==> config.mk <==
export PLATFORM = sky130hd
export DESIGN_NAME = stable_priority_queue_core
export DESIGN_NICKNAME = d
export VERILOG_FILES = /design/src/spq_pkg.sv /design/src/spq_ctrl.sv /design/src/spq_dp.sv /design/src/stable_priority_queue_core.sv
export SDC_FILE = /design/constraint.sdc
export NUM_CORES = 2
export LEC_CHECK = 0
export BUFFER_PORTS_ARGS = -buffer_cell sky130_fd_sc_hd__buf_2
export CORE_ASPECT_RATIO = 0.8
export CORE_MARGIN = 2
export CORE_UTILIZATION = 40
export DETAILED_ROUTE_END_ITERATION = 16
export HOLD_SLACK_MARGIN = 0.08
export PLACE_DENSITY_LB_ADDON = 0.3
export SYNTH_ARGS = -nofsm -noshare
export SYNTH_HDL_FRONTEND = slang
export SYNTH_SLANG_ARGS = --single-unit
==> constraint.sdc <==
create_clock -name clk -period 18.4 [get_ports clk]
set_clock_uncertainty 0.15 [all_clocks]
set_input_delay 4.6 -clock clk [delete_from_list [all_inputs] [get_ports clk]]
set_output_delay 4.6 -clock clk [all_outputs]
set_load 0.02 [all_outputs]
==> src/spq_pkg.sv <==
// Shared constants, codes and control types for the stable priority queue.
package spq_pkg;

	localparam int DEPTH = 16;
	localparam int CNT_W = $clog2(DEPTH + 1);
	localparam int VAL_W = 32;
	localparam int PRI_W = 16;

	typedef enum logic [1:0] {
		CMD_PUSH = 2'd0,
		CMD_POP  = 2'd1,
		CMD_PEEK = 2'd2
	} cmd_t;

	typedef enum logic [1:0] {
		ST_OK    = 2'd0,
		ST_EMPTY = 2'd1,
		ST_FULL  = 2'd2
	} status_t;

	// controller -> datapath commands
	typedef struct packed {
		logic load;   // capture the incoming word
		logic exec;   // apply the captured command and load the result
	} ctl_t;

endpackage

==> src/spq_ctrl.sv <==
// Controller: sequences capture and execution, owns the output valid flag.
module spq_ctrl (
	input  logic          clk,
	input  logic          arst_n,
	input  logic          in_valid,
	output logic          in_ready,
	output logic          out_valid,
	input  logic          out_ready,
	output spq_pkg::ctl_t ctl
);

	typedef enum logic {
		S_IDLE,
		S_EXEC
	} state_t;

	state_t state_q;
	logic   out_valid_q;

	assign in_ready  = (state_q == S_IDLE);
	assign out_valid = out_valid_q;
	assign ctl.load  = in_valid && (state_q == S_IDLE);
	// execute only once the result register is free or being drained
	assign ctl.exec  = (state_q == S_EXEC) && (!out_valid_q || out_ready);

	always_ff @(posedge clk or negedge arst_n) begin
		if (!arst_n) begin
			state_q     <= S_IDLE;
			out_valid_q <= 1'b0;
		end else begin
			case (state_q)
				S_IDLE: begin
					if (in_valid) begin
						state_q <= S_EXEC;
					end
					if (out_valid_q && out_ready) begin
						out_valid_q <= 1'b0;
					end
				end
				S_EXEC: begin
					if (!out_valid_q || out_ready) begin
						state_q     <= S_IDLE;
						out_valid_q <= 1'b1;
					end
				end
				default: begin
					state_q <= S_IDLE;
				end
			endcase
		end
	end

endmodule

==> src/spq_dp.sv <==
// Datapath: sorted shift-register entry array, input capture and result register.
module spq_dp (
	input  logic                       clk,
	input  logic                       arst_n,
	input  spq_pkg::ctl_t              ctl,
	input  logic [1:0]                 command,
	input  logic signed [31:0]         value_in,
	input  logic signed [15:0]         priority_in,
	output logic signed [31:0]         value_out,
	output logic [1:0]                 status,
	output logic [spq_pkg::CNT_W-1:0]  occupancy
);

	localparam int N = spq_pkg::DEPTH;
	localparam int CW = spq_pkg::CNT_W;

	// captured word
	logic [1:0]                       cmd_q;
	logic signed [spq_pkg::VAL_W-1:0] val_in_q;
	logic signed [spq_pkg::PRI_W-1:0] pri_in_q;

	// entry cells, head at index 0
	logic signed [spq_pkg::VAL_W-1:0] val_q [N];
	logic signed [spq_pkg::PRI_W-1:0] pri_q [N];
	logic [CW-1:0]                    count_q;

	// result register
	logic signed [spq_pkg::VAL_W-1:0] res_val_q;
	logic [1:0]                       res_st_q;
	logic [CW-1:0]                    res_occ_q;

	logic [N-1:0] after;       // cell lies behind the insert point
	logic         is_full;
	logic         is_empty;
	logic         do_push;
	logic         do_pop;

	logic signed [spq_pkg::VAL_W-1:0] nxt_val;
	logic [1:0]                       nxt_st;
	logic [CW-1:0]                    nxt_cnt;

	assign is_full  = (count_q == CW'(N));
	assign is_empty = (count_q == '0);

	// empty cells count as "after", so the flags stay monotonic
	always_comb begin
		for (int i = 0; i < N; i++) begin
			after[i] = !(CW'(i) < count_q) || (pri_q[i] > pri_in_q);
		end
	end

	always_comb begin
		nxt_val = '0;
		nxt_st  = spq_pkg::ST_OK;
		nxt_cnt = count_q;
		do_push = 1'b0;
		do_pop  = 1'b0;
		case (spq_pkg::cmd_t'(cmd_q))
			spq_pkg::CMD_PUSH: begin
				if (is_full) begin
					nxt_st = spq_pkg::ST_FULL;
				end else begin
					do_push = 1'b1;
					nxt_cnt = count_q + CW'(1);
				end
			end
			spq_pkg::CMD_POP: begin
				if (is_empty) begin
					nxt_st = spq_pkg::ST_EMPTY;
				end else begin
					do_pop  = 1'b1;
					nxt_val = val_q[0];
					nxt_cnt = count_q - CW'(1);
				end
			end
			spq_pkg::CMD_PEEK: begin
				if (is_empty) begin
					nxt_st = spq_pkg::ST_EMPTY;
				end else begin
					nxt_val = val_q[0];
				end
			end
			default: begin
				nxt_st = spq_pkg::ST_OK;
			end
		endcase
	end

	always_ff @(posedge clk) begin
		if (ctl.load) begin
			cmd_q    <= command;
			val_in_q <= value_in;
			pri_in_q <= priority_in;
		end
	end

	// each cell keeps, takes the new entry, or shifts from a neighbor
	for (genvar i = 0; i < N; i++) begin : g_cell
		always_ff @(posedge clk) begin
			if (ctl.exec && do_push) begin
				if (i > 0 && after[(i > 0) ? i - 1 : 0]) begin
					val_q[i] <= val_q[(i > 0) ? i - 1 : 0];
					pri_q[i] <= pri_q[(i > 0) ? i - 1 : 0];
				end else if (after[i]) begin
					val_q[i] <= val_in_q;
					pri_q[i] <= pri_in_q;
				end
			end else if (ctl.exec && do_pop && i < N - 1) begin
				val_q[i] <= val_q[(i < N - 1) ? i + 1 : i];
				pri_q[i] <= pri_q[(i < N - 1) ? i + 1 : i];
			end
		end
	end

	always_ff @(posedge clk or negedge arst_n) begin
		if (!arst_n) begin
			count_q <= '0;
		end else if (ctl.exec) begin
			count_q <= nxt_cnt;
		end
	end

	always_ff @(posedge clk) begin
		if (ctl.exec) begin
			res_val_q <= nxt_val;
			res_st_q  <= nxt_st;
			res_occ_q <= nxt_cnt;
		end
	end

	assign value_out = res_val_q;
	assign status    = res_st_q;
	assign occupancy = res_occ_q;

endmodule

==> src/stable_priority_queue_core.sv <==
// An accepted word is captured, then executed into the result register, raising result valid.
// No word is taken until the last executes; the controller's capture/execute sequence sets this,
// and a stalled result register holds execution until the word is taken.
// The insert point is found by comparing all 16 cells at once; push and pop shift all cells together.
// Reset (arst_n low, async): queue empty, no result pending, ready to accept.
// Entry storage holds no reset value; only entries below the count are ever read.
module stable_priority_queue_core (
	input  logic                      clk,
	input  logic                      arst_n,
	input  logic                      in_valid,
	output logic                      in_ready,
	input  logic [1:0]                command,
	input  logic signed [31:0]        value_in,
	input  logic signed [15:0]        priority_in,
	output logic                      out_valid,
	input  logic                      out_ready,
	output logic signed [31:0]        value_out,
	output logic [1:0]                status,
	output logic [spq_pkg::CNT_W-1:0] occupancy
);

	// capture/execute strobes from the controller to the datapath
	spq_pkg::ctl_t ctl;

	// controller: two-state sequencer plus the output valid flag
	spq_ctrl u_ctrl (
		.clk       (clk),
		.arst_n    (arst_n),
		.in_valid  (in_valid),
		.in_ready  (in_ready),
		.out_valid (out_valid),
		.out_ready (out_ready),
		.ctl       (ctl)
	);

	// datapath: sorted cell array, count, captured word and result register
	spq_dp u_dp (
		.clk         (clk),
		.arst_n      (arst_n),
		.ctl         (ctl),
		.command     (command),
		.value_in    (value_in),
		.priority_in (priority_in),
		.value_out   (value_out),
		.status      (status),
		.occupancy   (occupancy)
	);

`ifndef SYNTHESIS
	// one word in flight: no new word right after a capture
	a_one_in_flight: assert property (@(posedge clk) disable iff (!arst_n)
		(in_valid && in_ready) |=> !in_ready)
		else $error("word accepted while previous word executing");

	// a dropped push only happens at full occupancy
	a_full_occ: assert property (@(posedge clk) disable iff (!arst_n)
		(out_valid && status == spq_pkg::ST_FULL) |->
		(occupancy == spq_pkg::CNT_W'(spq_pkg::DEPTH)))
		else $error("full status with occupancy below depth");

	// empty report carries zero data and zero occupancy
	a_empty_res: assert property (@(posedge clk) disable iff (!arst_n)
		(out_valid && status == spq_pkg::ST_EMPTY) |-> (occupancy == '0 && value_out == '0))
		else $error("empty status with nonzero data or occupancy");

	// occupancy never exceeds the cell count
	a_occ_bound: assert property (@(posedge clk) disable iff (!arst_n)
		out_valid |-> (occupancy <= spq_pkg::CNT_W'(spq_pkg::DEPTH)))
		else $error("occupancy beyond depth");
`endif

endmodule
==> metrics.md <==
| Metric | Value |
|---|---|
| Status | `complete, no violations` |
| Hold Fails Final Rpt | `0` |
| Crit-path max cell delay | `890 ps` |
| Vias | `about 38,000` |
| Post-CTS setup buffers | `0` |
| Initial DRC count | `roughly 4,500` |
| RSZ-0062 raised after global routing | `false` |
| CTS root buf | `clkbuf_16` |
| Cell count after synthesis | `4,649` |
| Largest net degree at the start of global routing | `231` |
| Library cells used by synthesis | `75` |
| Vias/cell | `roughly 6.1` |
| Top delay family on crit path | `buffers and inverters` |
| Post-synth EDFFs | `857` |
| CP Cell Sequence | `buf_2 > nand2b_1 > and2_2 > nand3_4 > buf_4 > buf_4 > buf_4 > buf_4 > a31oi_1` |
| Setup Viol. Count Final | `0` |
| WL met3 | `13.4 mm` |
| WHS Path Cells | `2` |
| Pleak | `19.8 nW` |
| # diodes | `0` |
| CTS Buf Count | `95` |
| Tot Pwr | `7.57 mW` |
| Reg-to-reg endpoint | `u_dp.val_q[14][3]$_DFFE_PP_` |
| CP arrival | `9240 ps` |
| Clk Latency, worst-skew pair | `750 ps` |
| First-pass GRT wire length | `228 mm` |
| YS warnings | `0` |
| Number of hold buffers added after CTS | `0` |
| Most used cell, CP | `buf_4` |
| Hold crit path type | `reg2reg` |
| Layout cells sized above 1 | `0.0935` |
| FMAX | `112 MHz` |
| Gr ovfl total | `0` |
| Top layer reached by signal wires | `met4` |
| Core area | `119,000 um2` |
| Clock Path Buffers | `3` |
| WHS Endpoint | `u_ctrl.out_valid$_DFFE_PN0P_` |
| Tmin final | `around 9000 ps` |
| Worst Setup End Kind | `register` |
| Die area | `122,000 um2` |
| Final period utilization | `0.487` |
| Worst-path maximum fanout | `102` |
| Clk slew on worst S/H paths | `60 ps` |
| H-Tree Depth | `3` |
| Gpl congestion | `0.906` |
| Final core occ | `0.443` |
| Synth-to-Final Area Change | `9.91%` |
| Hold path startpoint | `u_ctrl.out_valid$_DFFE_PN0P_` |
| Initial antenna violation count | `2` |
| Number of remaining DRC errors | `0` |
| Mean Syn Cell Area | `between 10 and 15 um2` |
| Fill count | `approximately 11,000` |
| Number of global-route vias before repair | `35,800` |
| First-pass DRT Iterations | `5` |
| IO buf count | `94` |
| Pwr dens | `144 nW/um2` |
| Reg2reg start | `u_dp.count_q[1]$_DFFE_PN0P_` |
| Layout Nets | `between 4,000 and 5,000` |
| Synth area leaders | `edfxtp_1, a21oi_1, ha_1` |
| Max VDD drop | `0.0916 mV` |
| Headroom to the max-slew limit | `0.194` |
| Area of the multi-input gates | `20,300 um2` |
| Wire per inst | `around 24 um` |
| Cell taking the most area after synthesis | `edfxtp_1` |
| Gr usage total | `0.242` |
| CP Buf/Inv Count | `5` |
| Net Count, Synth | `4,965` |
| Die W | `391 um` |
| Worst Tran Pin Value | `1210 ps` |
| Startpoint Class | `input port` |
| Yosys top cell area share | `0.538` |
| CP max-delay cell | `buf_4` |
| Slew Limit Fails | `0` |
| Reg2Reg Depth | `10` |
| Post-Syn Area | `47,800 um2` |
| Reg2reg setup slack | `12,190 ps` |
| ANT nets after route | `0` |
| Post-synth ARST share | `0.00810` |
| CP Data Required Time | `18,680 ps` |
| Sequential share of the synthesized area | `0.542` |
| CTS tree | `built` |
| Initial Util | `0.403` |
| IO Count | `95` |
| Sum Neg Setup Slack | `0 ps` |
| Post-cts sizing count | `0` |
| #FFs+latches synth | `864` |
| WL met1 | `68.9 mm` |
| Maxcap violations | `0` |
| Register area | `25,900 um2` |
| Post-placement cell count | `6,018` |
| Estimated wirelength of the detail-placed design | `89.3 mm` |
| Die H | `313 um` |
| Final cell count without fillers | `6,193` |
| CTS sink cnt | `about 860` |
| Met2 Wirelength | `63.8 mm` |
| Kind of critical path | `in2reg` |
| WL final | `151 mm` |
| Site row count | `113` |
| Top FF cell, synth | `edfxtp_1` |
==> metal layers <==
layer	vias to the layer above	GRT usage
li1	16900	-
met1	18800	0.370
met2	1763	0.349
met4	0	0.0775
met3	230	0.0381
met5	-	0
==> how the worst max path moves through the flow <==
stage / endpoint / cells past startpoint / startpoint / slack [ps]
global placement: u_dp.val_q[14][6]$_DFFE_PP_ / 9 / out_ready / 8810
global route: u_dp.val_q[10][2]$_DFFE_PP_ / 10 / out_ready / 9140
detailed placement: u_dp.val_q[14][2]$_DFFE_PP_ / 9 / out_ready / 8780
floorplan: u_dp.pri_q[0][64]$_DFFE_PP_ / 6 / out_ready / 9000
CTS: u_dp.val_q[2][3]$_DFFE_PP_ / 9 / out_ready / 9600
finish: u_dp.val_q[14][3]$_DFFE_PP_ / 9 / out_ready / 9440
==> kinds of logic (layout without fill, tap and decap cells) <==
logic type / count (synthesis) / after routing / synth area share
simple gates: 1532 / 1532 / 0.138
mux: 289 / 289 / 0.0618
xor+xnor: 5 / 5 / 0.000916
compound gates: 1282 / 1282 / 0.151
buf+inv: 415 / 407 / 0.0378
flops: 864 / 864 / 0.542
fa+ha+maj: 262 / 262 / 0.0686
==> state kept, by name (all words and copies together), names as in the netlist, 2 cells and up <==
signal and count:
u_dp.pri_q 256, u_dp.cmd_q 2, u_dp.val_in_q 32, u_dp.value_out 32, u_dp.pri_in_q 16, u_dp.count_q 5, u_dp.status 2, u_dp.occupancy 5
u_dp.val_q 512
==> cells in the mapped netlist, types with 5 or more instances <==
| master | instances |
|---|---|
| and3_1 | 43 |
| nand4_1 | 50 |
| buf_1 | 26 |
| a221o_1 | 5 |
| o211ai_2 | 15 |
| nand2b_1 | 6 |
| nor4_1 | 13 |
| edfxtp_1 | 857 |
| buf_4 | 7 |
| or3_1 | 6 |
| a31oi_1 | 54 |
| nand3_1 | 167 |
| buf_2 | 54 |
| clkbuf_1 | 252 |
| and4_1 | 9 |
| o21ai_0 | 109 |
| nand3_2 | 12 |
| a21oi_1 | 885 |
| o211ai_1 | 111 |
| a22oi_1 | 7 |
| ha_1 | 262 |
| o21a_1 | 10 |
| mux2_2 | 51 |
| clkinv_1 | 11 |
| and2_1 | 5 |
| nor2_1 | 579 |
| a211oi_1 | 8 |
| nor3_1 | 19 |
| mux2i_1 | 238 |
| buf_6 | 19 |
| a21o_1 | 37 |
| dfrtp_1 | 7 |
| nand2_1 | 579 |
| inv_1 | 45 |
| nor2b_1 | 19 |
==> through the flow <==
step                      cell area [um2]  hold WS (ps)  setup WS, ps
after global placement              49500           342          8810
after floorplan                     47800           348          9000
after detailed placement            49500           355          8780
after global routing                52500           411          9140
after CTS                           52500           371          9600
final                               52500           364          9440
==> layout by cell type (no fill, tap or decap), types with 13 or more instances in the layout <==
cell / n
clkinv_2: 15
inv_1: 45
nand2_1: 572
o211ai_2: 15
a21o_1: 37
nand4_1: 50
o211ai_1: 111
nor4_1: 13
buf_4: 81
edfxtp_1: 857
nand3_1: 161
buf_2: 94
nor2b_1: 18
clkbuf_16: 95
nor2_1: 579
nor3_1: 17
mux2i_1: 238
ha_1: 261
o21ai_0: 103
and3_1: 41
clkinv_1: 32
a21oi_1: 884
mux2_2: 51
nand3_2: 14
a31oi_1: 54
clkbuf_1: 26
==> cell type report <==
type / count / share of cell area
Sequential cell: 864 / 0.493
Multi-Input combinational cell: 3370 / 0.387
Clock buffer: 121 / 0.0471
Tap cell: 1552 / 0.0370
Timing Repair Buffer: 176 / 0.0209
Clock inverter: 54 / 0.0107
Inverter: 56 / 0.00400
==> worst register-to-register path, delay by kind of cell (launching register included) <==
kind	cells	cell delay (ps)
adders and majority gates	1	260
and+or+nand+nor	2	1060
AOI/OAI and AO/OA	2	480
buffers and inverters	5	3470
DFF	1	500
==> power breakdown <==
part,switching (mW),internal [mW],total (mW)
sequential,0.399,2.99,3.39
clock,0.863,1.06,1.92
combinational,1.53,0.735,2.26
total,2.79,4.78,7.57
Note: power is estimated with default switching activity, not from simulation.
